$ cat config.mk
export PLATFORM = sky130hd
export DESIGN_NAME = wiggle_section_decoder
export DESIGN_NICKNAME = d
export VERILOG_FILES = /design/src/wsd_pkg.sv /design/src/wiggle_section_decoder.sv /design/src/wsd_front.sv /design/src/wsd_queue.sv /design/src/wsd_back.sv
export SDC_FILE = /design/constraint.sdc
export NUM_CORES = 2
export LEC_CHECK = 0
export BUFFER_PORTS_ARGS = -buffer_cell sky130_fd_sc_hd__buf_2
export CAP_MARGIN = 15
export CORE_ASPECT_RATIO = 1.75
export CORE_MARGIN = 1
export CORE_UTILIZATION = 40
export CTS_CLUSTER_SIZE = 14
export DETAILED_ROUTE_END_ITERATION = 12
export PLACE_DENSITY = 0.62
export SLEW_MARGIN = 10
export SYNTH_ARGS = -nofsm -noshare
export SYNTH_HDL_FRONTEND = slang
export SYNTH_SLANG_ARGS = --single-unit
$ cat constraint.sdc
create_clock -name aclk -period 22.9 [get_ports aclk]
set_clock_uncertainty 0.2 [all_clocks]
set_input_delay 4.58 -clock aclk [delete_from_list [all_inputs] [get_ports aclk]]
set_output_delay 4.58 -clock aclk [all_outputs]
set_load 0.005 [all_outputs]
$ cat src/wsd_pkg.sv
// Package: shared types, constants and type decode for the wiggle section decoder.
`default_nettype none
package wsd_pkg;

    localparam logic [7:0] TYPE_BEDGRAPH  = 8'd1;
    localparam logic [7:0] TYPE_VARSTEP   = 8'd2;
    localparam logic [7:0] TYPE_FIXEDSTEP = 8'd3;

    localparam int QUEUE_DEPTH = 4;
    localparam int QPTR_W      = $clog2(QUEUE_DEPTH);
    localparam int QCNT_W      = $clog2(QUEUE_DEPTH + 1);

    localparam int APB_ADDR_W = 4;
    localparam logic [1:0] REG_QUERY_START  = 2'd0;
    localparam logic [1:0] REG_QUERY_END    = 2'd1;
    localparam logic [1:0] REG_BYTE_SWAPPED = 2'd2;

    typedef enum logic [1:0] {
        KC_NONE  = 2'd0,
        KC_BED   = 2'd1,
        KC_VAR   = 2'd2,
        KC_FIXED = 2'd3
    } kind_class_t;

    typedef struct packed {
        logic [7:0] data_byte;
        logic       section_begin;
    } in_word_t;

    typedef struct packed {
        logic [31:0] iv_start;
        logic [31:0] iv_end;
        logic [31:0] value_bits;
        logic        kept;
        logic        bad_type;
        logic        last_of_section;
    } out_word_t;

    // decoded item passed from front to back, before clipping
    typedef struct packed {
        logic [31:0] start;
        logic [31:0] stop;
        logic [31:0] value;
        logic        last;
        logic        bad;
    } item_rec_t;

    typedef struct packed {
        logic [31:0] query_start;
        logic [31:0] query_end;
    } clip_cfg_t;

    function automatic kind_class_t kind_class(input logic [7:0] kind);
        kind_class_t k;
        if (kind == TYPE_BEDGRAPH) begin
            k = KC_BED;
        end else if (kind == TYPE_VARSTEP) begin
            k = KC_VAR;
        end else if (kind == TYPE_FIXEDSTEP) begin
            k = KC_FIXED;
        end else begin
            k = KC_NONE;
        end
        return k;
    endfunction

endpackage
`default_nettype wire

$ cat src/wiggle_section_decoder.sv
// Top level: wiggle data section decoder with APB register port.
//
// s_ channel: one section byte per word; section_begin marks header byte 0.
// The 24-byte header (chrom id, start, end, step, span, type, reserved,
// item count) is parsed, then items are decoded by type (bedGraph,
// variableStep, fixedStep). Each completed item gives one m_ word with the
// interval clipped to [query_start, query_end) and a kept flag; an unknown
// type gives one word with bad_type and last_of_section set.
// Throughput: one byte per cycle while the queue is not full. The front decode
// writes an item's record into the 4-entry record queue when the byte that
// completes it is taken; the clip stage then moves it into the output register.
// When m_ready is low the queue absorbs up to 4 results; s_ready drops
// only while the queue is full.
// Registers (APB, 4-byte stride): query_start, query_end, byte_swapped.
// Write them only while no section is in flight. Reset empties the queue,
// idles the parser and sets query_start 0, query_end all ones, little-endian.
`default_nettype none
module wiggle_section_decoder import wsd_pkg::*; (
    input  wire logic                  aclk,
    input  wire logic                  aresetn,
    input  wire logic                  s_valid,
    output logic                       s_ready,
    input  wire in_word_t              s_data,
    output logic                       m_valid,
    input  wire logic                  m_ready,
    output out_word_t                  m_data,
    input  wire logic                  psel,
    input  wire logic                  penable,
    input  wire logic                  pwrite,
    input  wire logic [APB_ADDR_W-1:0] paddr,
    input  wire logic [31:0]           pwdata,
    output logic [31:0]                prdata,
    output logic                       pready
);

    logic [31:0] qstart_reg;
    logic [31:0] qend_reg;
    logic        swap_reg;
    logic        wr_en;
    logic [1:0]  reg_sel;

    clip_cfg_t   clip_cfg;
    item_rec_t   front_rec, head_rec;
    logic        front_push, q_full, q_not_empty, q_pop, in_fire;

    assign pready  = 1'b1;
    assign reg_sel = paddr[3:2];
    assign wr_en   = psel && penable && pwrite;

    always_ff @(posedge aclk) begin
        if (!aresetn) begin
            qstart_reg <= '0;
            qend_reg   <= '1;
            swap_reg   <= 1'b0;
        end else if (wr_en) begin
            priority case (reg_sel)
                REG_QUERY_START:  qstart_reg <= pwdata;
                REG_QUERY_END:    qend_reg   <= pwdata;
                REG_BYTE_SWAPPED: swap_reg   <= pwdata[0];
                default: ;
            endcase
        end
    end

    always_comb begin
        unique case (reg_sel)
            REG_QUERY_START:  prdata = qstart_reg;
            REG_QUERY_END:    prdata = qend_reg;
            REG_BYTE_SWAPPED: prdata = {31'd0, swap_reg};
            default:          prdata = '0;
        endcase
    end

    assign clip_cfg.query_start = qstart_reg;
    assign clip_cfg.query_end   = qend_reg;

    assign s_ready = !q_full;
    assign in_fire = s_valid && s_ready;

    wsd_front u_front (
        .aclk         (aclk),
        .aresetn      (aresetn),
        .byte_swapped (swap_reg),
        .in_fire      (in_fire),
        .in_word      (s_data),
        .rec          (front_rec),
        .rec_push     (front_push)
    );

    wsd_queue u_queue (
        .aclk      (aclk),
        .aresetn   (aresetn),
        .push      (front_push),
        .push_rec  (front_rec),
        .pop       (q_pop),
        .head_rec  (head_rec),
        .not_empty (q_not_empty),
        .full      (q_full)
    );

    wsd_back u_back (
        .aclk       (aclk),
        .aresetn    (aresetn),
        .clip_cfg   (clip_cfg),
        .head_rec   (head_rec),
        .head_valid (q_not_empty),
        .pop        (q_pop),
        .m_valid    (m_valid),
        .m_ready    (m_ready),
        .m_data     (m_data)
    );

endmodule
`default_nettype wire

$ cat src/wsd_front.sv
// Front end: parses section header bytes and item bytes into item records.
`default_nettype none
module wsd_front import wsd_pkg::*; (
    input  wire logic      aclk,
    input  wire logic      aresetn,
    input  wire logic      byte_swapped,
    input  wire logic      in_fire,
    input  wire in_word_t  in_word,
    output item_rec_t      rec,
    output logic           rec_push
);

    typedef enum logic [2:0] {
        ST_IDLE   = 3'b001,
        ST_HEADER = 3'b010,
        ST_ITEMS  = 3'b100
    } fstate_t;

    localparam logic [4:0] POS_START = 5'd7;
    localparam logic [4:0] POS_STEP  = 5'd15;
    localparam logic [4:0] POS_SPAN  = 5'd19;
    localparam logic [4:0] POS_KIND  = 5'd20;
    localparam logic [4:0] POS_HLAST = 5'd23;
    localparam logic [4:0] POS_WORD0 = 5'd3;
    localparam logic [4:0] POS_WORD1 = 5'd7;
    localparam logic [4:0] POS_BLAST = 5'd11;

    fstate_t     state_reg, state_next;
    logic [4:0]  idx_reg, idx_next;
    logic [31:0] gather_reg, gather_next;
    logic [31:0] hstart_reg, hstart_next;
    logic [31:0] hstep_reg, hstep_next;
    logic [31:0] hspan_reg, hspan_next;
    logic [7:0]  kind_reg, kind_next;
    logic [15:0] left_reg, left_next;
    logic [31:0] shold_reg, shold_next;
    logic [31:0] ehold_reg, ehold_next;

    logic [31:0] gathered;
    logic [4:0]  pos;
    logic [4:0]  last_pos;
    logic [15:0] count_word;
    kind_class_t kc;

    assign pos = in_word.section_begin ? 5'd0 : idx_reg;
    assign gathered = byte_swapped ? {gather_reg[23:0], in_word.data_byte}
                                   : {in_word.data_byte, gather_reg[31:8]};
    assign count_word = byte_swapped ? gathered[15:0] : gathered[31:16];
    assign kc = kind_class(kind_reg);

    always_comb begin
        unique case (kc)
            KC_BED:  last_pos = POS_BLAST;
            KC_VAR:  last_pos = POS_WORD1;
            default: last_pos = POS_WORD0;
        endcase
    end

    always_comb begin
        state_next  = state_reg;
        idx_next    = idx_reg;
        gather_next = gather_reg;
        hstart_next = hstart_reg;
        hstep_next  = hstep_reg;
        hspan_next  = hspan_reg;
        kind_next   = kind_reg;
        left_next   = left_reg;
        shold_next  = shold_reg;
        ehold_next  = ehold_reg;
        rec_push    = 1'b0;
        rec         = '0;
        if (in_fire) begin
            if (in_word.section_begin || state_reg == ST_HEADER) begin
                gather_next = gathered;
                if (pos == POS_START) begin
                    hstart_next = gathered;
                end else if (pos == POS_STEP) begin
                    hstep_next = gathered;
                end else if (pos == POS_SPAN) begin
                    hspan_next = gathered;
                end else if (pos == POS_KIND) begin
                    kind_next = in_word.data_byte;
                end
                if (pos < POS_HLAST) begin
                    idx_next   = pos + 5'd1;
                    state_next = ST_HEADER;
                end else begin
                    idx_next  = '0;
                    left_next = count_word;
                    if (kc == KC_NONE) begin
                        state_next = ST_IDLE;
                        rec_push   = 1'b1;
                        rec.bad    = 1'b1;
                        rec.last   = 1'b1;
                    end else if (count_word == 16'd0) begin
                        state_next = ST_IDLE;
                    end else begin
                        state_next = ST_ITEMS;
                        if (kc == KC_FIXED) begin
                            shold_next = hstart_reg;
                            ehold_next = hstart_reg + hspan_reg;
                        end
                    end
                end
            end else if (state_reg == ST_ITEMS) begin
                if (kc == KC_NONE) begin
                    state_next = ST_IDLE;
                end else begin
                    gather_next = gathered;
                    if (pos == POS_WORD0 && kc != KC_FIXED) begin
                        shold_next = gathered;
                        if (kc == KC_VAR) begin
                            ehold_next = gathered + hspan_reg;
                        end
                    end else if (pos == POS_WORD1 && kc == KC_BED) begin
                        ehold_next = gathered;
                    end
                    if (pos < last_pos) begin
                        idx_next = pos + 5'd1;
                    end else begin
                        idx_next   = '0;
                        rec_push   = 1'b1;
                        rec.start  = shold_reg;
                        rec.stop   = ehold_reg;
                        rec.value  = gathered;
                        rec.last   = (left_reg == 16'd1);
                        left_next  = left_reg - 16'd1;
                        if (kc == KC_FIXED) begin
                            shold_next = shold_reg + hstep_reg;
                            ehold_next = ehold_reg + hstep_reg;
                        end
                        if (left_reg == 16'd1) begin
                            state_next = ST_IDLE;
                        end
                    end
                end
            end
        end
    end

    always_ff @(posedge aclk) begin
        if (!aresetn) begin
            state_reg  <= ST_IDLE;
            idx_reg    <= '0;
            gather_reg <= '0;
            hstart_reg <= '0;
            hstep_reg  <= '0;
            hspan_reg  <= '0;
            kind_reg   <= '0;
            left_reg   <= '0;
            shold_reg  <= '0;
            ehold_reg  <= '0;
        end else begin
            state_reg  <= state_next;
            idx_reg    <= idx_next;
            gather_reg <= gather_next;
            hstart_reg <= hstart_next;
            hstep_reg  <= hstep_next;
            hspan_reg  <= hspan_next;
            kind_reg   <= kind_next;
            left_reg   <= left_next;
            shold_reg  <= shold_next;
            ehold_reg  <= ehold_next;
        end
    end

endmodule
`default_nettype wire

$ cat src/wsd_queue.sv
// Short queue of decoded item records between front and back.
`default_nettype none
module wsd_queue import wsd_pkg::*; (
    input  wire logic      aclk,
    input  wire logic      aresetn,
    input  wire logic      push,
    input  wire item_rec_t push_rec,
    input  wire logic      pop,
    output item_rec_t      head_rec,
    output logic           not_empty,
    output logic           full
);

    item_rec_t           mem_reg [QUEUE_DEPTH];
    logic [QPTR_W-1:0]   wptr_reg, rptr_reg;
    logic [QCNT_W-1:0]   cnt_reg;

    assign not_empty = (cnt_reg != '0);
    assign full      = (cnt_reg == QCNT_W'(QUEUE_DEPTH));
    assign head_rec  = mem_reg[rptr_reg];

    always_ff @(posedge aclk) begin
        if (push) begin
            mem_reg[wptr_reg] <= push_rec;
        end
    end

    always_ff @(posedge aclk) begin
        if (!aresetn) begin
            wptr_reg <= '0;
            rptr_reg <= '0;
            cnt_reg  <= '0;
        end else begin
            if (push) begin
                wptr_reg <= wptr_reg + QPTR_W'(1);
            end
            if (pop) begin
                rptr_reg <= rptr_reg + QPTR_W'(1);
            end
            unique case ({push, pop})
                2'b10:   cnt_reg <= cnt_reg + QCNT_W'(1);
                2'b01:   cnt_reg <= cnt_reg - QCNT_W'(1);
                default: cnt_reg <= cnt_reg;
            endcase
        end
    end

endmodule
`default_nettype wire

$ cat src/wsd_back.sv
// Back end: clips item records to the query range and holds the output word.
`default_nettype none
module wsd_back import wsd_pkg::*; (
    input  wire logic      aclk,
    input  wire logic      aresetn,
    input  wire clip_cfg_t clip_cfg,
    input  wire item_rec_t head_rec,
    input  wire logic      head_valid,
    output logic           pop,
    output logic           m_valid,
    input  wire logic      m_ready,
    output out_word_t      m_data
);

    logic      valid_reg;
    out_word_t data_reg, data_next;
    logic [31:0] cs, ce;

    assign pop = head_valid && (!valid_reg || m_ready);

    always_comb begin
        cs = (head_rec.start < clip_cfg.query_start) ? clip_cfg.query_start : head_rec.start;
        ce = (head_rec.stop > clip_cfg.query_end) ? clip_cfg.query_end : head_rec.stop;
        data_next = '0;
        if (head_rec.bad) begin
            data_next.bad_type        = 1'b1;
            data_next.last_of_section = 1'b1;
        end else begin
            data_next.iv_start        = cs;
            data_next.iv_end          = ce;
            data_next.value_bits      = head_rec.value;
            data_next.kept            = (cs < ce);
            data_next.last_of_section = head_rec.last;
        end
    end

    always_ff @(posedge aclk) begin
        if (!aresetn) begin
            valid_reg <= 1'b0;
        end else if (pop) begin
            valid_reg <= 1'b1;
        end else if (m_ready) begin
            valid_reg <= 1'b0;
        end
    end

    always_ff @(posedge aclk) begin
        if (pop) begin
            data_reg <= data_next;
        end
    end

    assign m_valid = valid_reg;
    assign m_data  = data_reg;

endmodule
`default_nettype wire

* After elaboration in Yosys (flattened, before gate mapping) *
Memories as Yosys holds them, arrays and structs flattened. A register that Yosys moved wholly into a read port is not among the register bits.
Cells that the tools add are included.

storage, ports and cells
  bits in registers = 396
  bits in writable memories = 392
  input bits = 52
  memories kept = 1

memory list
  memory           depth  width  read ports  clocked after memory_dff  write ports  RTL line         source
  u_queue.mem_reg  4      98     1           1                         1            wsd_queue.sv:14  item_rec_t mem_reg [QUEUE_DEPTH];

cells by class
  $add $sub $neg = 10
  magnitude comparators = 5
  eq/ne operators = 26
  muxes and demuxes = 77
  bitwise operators = 4
  reductions and logical operators = 29

operators with widths
  kind                                                 number
  two-way mux 32 bit                                   28
  two-way mux 97 bit                                   3
  adder 32 bit                                         4
  two-way mux 98 bit                                   1
  two-way mux 16 bit                                   6
  two-way mux 96 bit                                   1
  one-hot mux 32 bit (3 select lines)                  1
  less-than comparator 32 bit                          2
  greater-than comparator 32 bit                       1
  two-way mux 5 bit                                    6
  two-way mux 3 bit                                    8
  == test 16 x 1 -> 1 bit (second input constant)      1
  == test 8 x 2 -> 1 bit (second input constant)       2
  logical NOT 16 bit                                   1
  subtractor 16 x 1 -> 16 bit (second input constant)  1
  two-way mux 1 bit                                    14
  two-way mux 2 bit                                    7
  AND reduction 6 bit                                  2
  == test 5 bit (second input constant)                2
  AND reduction 5 bit                                  2
  == test 2 bit (second input constant)                4
  == test 8 x 1 -> 1 bit (second input constant)       1
  inequality test 2 bit (second input constant)        4
  one-hot mux 4 bit (2 select lines)                   1
  other kinds (25)                                     48

* Logic depth before layout (Yosys ltp) *
  depth after elaboration = 14
  mapped depth = 25
  mapped depth without buffers = 21

* Hierarchy *
Synthesis repeated with hierarchy kept, for this count alone.

second synthesis, totals
  cells, all modules = 3809
  area total of the unflattened synthesis = 41822.6 um2

modules (own cells, without submodules)
  module                  instances  cells an instance  area each (um2)  seq. area each (um2)
  wsd_front               1          2283               17435.5          4484.3
  wsd_queue               1          554                14569.0          11951.5
  wsd_back                1          611                6510.0           2992.9
  wiggle_section_decoder  1          361                3308.2           1301.2

* Least setup slack after synthesis *
Ideal clock, no wire load.

  path type = input -> register
  from = input port m_ready
  to = register u_queue.cnt_reg[2]
  setup time = 0.070 ns
  data arrival time = 11.346 ns
  data required time = 22.630 ns
  slack = 11.283 ns
  cell stages on the path = 8
  path buffers = 0
  cells stage by stage = inv_1 -> a21oi_1 -> ha_1 -> inv_1 -> fa_1 -> xor2_1 -> or3_1 -> a21oi_1

between the ends
  longest elaborated chain between the ends = 4
  elaborated cells between the ends (all ways) = 6
  those cells by class = eq/ne: 2; mux: 1; reduce/logical: 3

RTL lines
  what                                                                             RTL line                      source
  start: declaration                                                               wiggle_section_decoder.sv:25  input wire logic m_ready,
  logical OR 1 bit *                                                               wsd_back.sv:19                assign pop = head_valid && (!valid_reg || m_ready);
  logical AND 1 bit *                                                              wsd_back.sv:19
  net q_pop                                                                        wiggle_section_decoder.sv:44  logic front_push, q_full, q_not_empty, q_pop, in_fire;
  == test 2 x 1 -> 1 bit / == test 2 bit (equally long branches)                   wsd_queue.sv:40               unique case ({push, pop})
  one-hot mux 3 bit (2 select lines) / nonzero test 2 bit (equally long branches)  -
  end signal: assignment                                                           wsd_queue.sv:41               2'b10: cnt_reg <= cnt_reg + QCNT_W'(1);
  end signal: assignment                                                           wsd_queue.sv:42               2'b01: cnt_reg <= cnt_reg - QCNT_W'(1);
  end signal: assignment                                                           wsd_queue.sv:43               default: cnt_reg <= cnt_reg;
  end: declaration                                                                 wsd_queue.sv:16               logic [QCNT_W-1:0] cnt_reg;

Mark *: on every way through the listed nets, which the timed path passes. The rest lies on a longest branch.
A chain may end at the register's enable or synchronous reset.

* Worst setup path after layout *
  from = input port paddr[2]
  to = output port prdata[20]

between the ends
  longest elaborated chain between the ends = 2
  elaborated cells between the ends (all ways) = 4
  those cells by class = eq/ne: 2; mux: 1; reduce/logical: 1

RTL lines
  what                                         RTL line                      source
  start: declaration                           wiggle_section_decoder.sv:30  input wire logic [APB_ADDR_W-1:0] paddr,
  == test 2 bit, or another cell as far along  wiggle_section_decoder.sv:66  unique case (reg_sel)
  one-hot mux 32 bit (3 select lines) *        wiggle_section_decoder.sv:66
  end: declaration                             wiggle_section_decoder.sv:32  output logic [31:0] prdata,

Mark *: on every way between the ends. The rest lies on a longest branch, timed or not.

==> results.json <==
{
  "fin_area_sq_um": 46290,
  "cts_buffers": 76,
  "ys_ff_latch": 790,
  "gr-usage-met3_pct": 3.289,
  "leakagePower_nw": 16.50,
  "cts_tree": "built",
  "ios": 186,
  "synthFlopType": "edfxtp_1",
  "synth_fp_nets": 4205,
  "die-area_sq_um": 105100,
  "path_class": "input pin to output port",
  "synthCells": 3918,
  "clkLatencyLatePin_ns": 0.69,
  "grt_max_degree": 118,
  "p_per_area_nw_per_um2": 72.61,
  "dpl_cell_area_sq_um": 43860,
  "met2_usage_pct": 42.41,
  "required_ns": 18.12,
  "hold_violations": 0,
  "max_freq_mhz": 94.45,
  "yosysTopAreaCellShare_pct": 35.54,
  "drc": 0,
  "clk_pin_slew_worst_paths_ns": 0.06,
  "post-route-period-util_pct": 46.23,
  "dieHeight_um": 428.0,
  "clock_sinks": 790,
  "grt.busiest_layer": "met2",
  "fin_nets": 4313,
  "grt_usage_pct": 23.46,
  "post-cts-setup-buffers": 0,
  "grt_pass1_vias": 31060,
  "cap_violations": 0,
  "yosysWarnings": 0,
  "min_path_type": "flip-flop to flip-flop",
  "r2r_cells": 21,
  "ys_seq_area_share_pct": 49.97,
  "grt_pass1_wl_mm": 187.2,
  "syn_avg_cell_area_sq_um": 10.59,
  "cts_htree_levels": 3,
  "syn_area_sq_um": 41480,
  "setup_viol": 0,
  "grt_overflow": 0,
  "drv_slew": 0,
  "cts_hold_buf": 0,
  "dr.pass1.iters": 7,
  "route.vias.total": 31100,
  "coreArea_sq_um": 102400,
  "path_max_fanout": 37,
  "initial_core_util_pct": 40.51,
  "routed_wl_mm": 124.9,
  "ys_types": 88,
  "synthArstFlopShare_pct": 0,
  "maxSlewHeadroom_pct": 16.02,
  "rsz0062_at_grt": "false",
  "clock_path_buffers": 3,
  "start_kind": "input pin",
  "endpoint_kind": "output port",
  "crit_arrival_ns": 5.81,
  "dpl.hpwl_mm": 90.41,
  "portBuffers": 182,
  "hold-path-cell-count": 2,
  "largest_reg_flops": 392,
  "ir_worst_vdd_uv": 118.7,
  "synth_edf_count": 491,
  "drt.antenna.violating_nets": 0,
  "die_x_um": 245.4,
  "final.min_clock_period_ns": 10.59,
  "drtIter0Drc": 1768,
  "routedWlPerCell_um": 23.02,
  "grt_util_met1_pct": 25.03,
  "place.gp.congestion": 0.9942,
  "rows": 155,
  "drive_gt1_share_pct": 13.57,
  "fillers": 9590,
  "area_growth_syn_to_layout_pct": 11.59,
  "synthTopCellsByArea": "edfxtp_1, dfxtp_1, ha_1, mux4_2, nor2_1",
  "cts.repair.resized": 0,
  "synth_largest_area_cell": "edfxtp_1",
  "antenna_found_initial": 8,
  "worst_slew_pin_slew_ns": 1.257,
  "cts_root_buf": "clkbuf_16",
  "status": "finished, final reports clean",
  "vias_per_cell": 5.731,
  "fin_tns_setup_ns": 0
}
cell usage in the layout (no fill, tap or decap), drive strengths merged, types with 107 or more instances in the layout:
| cell | synthesis | routed |
|---|---|---|
| a211oi | 172 | 172 |
| a21oi | 313 | 313 |
| buf | 42 | 254 |
| clkbuf | 182 | 107 |
| dfxtp | 299 | 299 |
| edfxtp | 491 | 491 |
| ha | 230 | 230 |
| inv | 153 | 156 |
| nand2 | 333 | 333 |
| nor2 | 427 | 427 |
| o21ai | 151 | 151 |
cells in the mapped netlist (71+ instances only):
cell / count
dfxtp_1: 299
nand2_1: 332
a211oi_1: 172
clkbuf_1: 182
inv_1: 153
mux2i_1: 97
ha_1: 230
o211ai_1: 101
nor2_1: 426
mux4_2: 98
edfxtp_1: 491
o21ai_0: 147
and3_1: 71
a21oi_1: 313
a21o_1: 76
kinds of logic after synthesis:
family	share of synthesized area, %
AOI/OAI and AO/OA	16.06
xor gates and xnor gates	2.048
adders and majority gates	7.178
buffers and inverters	3.532
DFF	49.97
muxes	7.688
other	0.009040
and+or+nand+nor	13.51
through the flow:
stage / setup WS [ns] / hold slack [ns] / utilization, % / instances / power [mW]
after floorplan: 11.28 / 0.2371 / - / 3918 / 1.947
after global placement: 12.30 / 0.2499 / 42.83 / 5282 / 2.144
after detailed placement: 12.31 / 0.2578 / 42.83 / 5282 / 2.150
after CTS: 12.31 / 0.2674 / 45.20 / 5423 / 3.393
after global routing: 12.26 / 0.2887 / 45.21 / 5425 / 3.479
final: 12.31 / 0.2631 / 45.21 / 5426 / 3.361
area by class of cell:
class	instances	area (sq um)	area share, %
diodes	3	7.507	0.01622
clock buffers	107	2068	4.468
clock inverters	34	355.3	0.7676
inverters	153	581.8	1.257
multi-input cells	2751	19420	41.95
flip-flops and latches	790	20740	44.80
well taps	1334	1669	3.606
repair buffers	254	1451	3.135
layer usage:
metal | part of all wire (%) | vias up
met3 | 4.5 | 327
met4 | 7.3 | 12
met2 | 52 | 936
met1 | 37 | 14980
met5 | 0.060 | -
li1 | - | 14840
critical path: stages:
cell and delay [ns]:
buf_2 0.08, buf_4 0.55, mux2i_1 0.37, nor2_1 0.06
buf_2 0.15
where the power goes:
part	internal, mW	switching (mW)
Clock	0.675	0.573
Sequential	1.63	0.0533
Combinational	0.161	0.271
path summary, 6_finish.rpt:
| kind | from | end | slack (ns) |
|---|---|---|---|
| min reg2reg | u_front.left_reg[10] | u_front.left_reg[10] | 0.26 |
| max | paddr[2] | prdata[20] | 12.31 |
| max reg2reg | flip-flop | u_back.m_data[2] | 14.67 |
| min | u_front.left_reg[10] | u_front.left_reg[10] | 0.26 |
(Power assumes the default switching activity.)
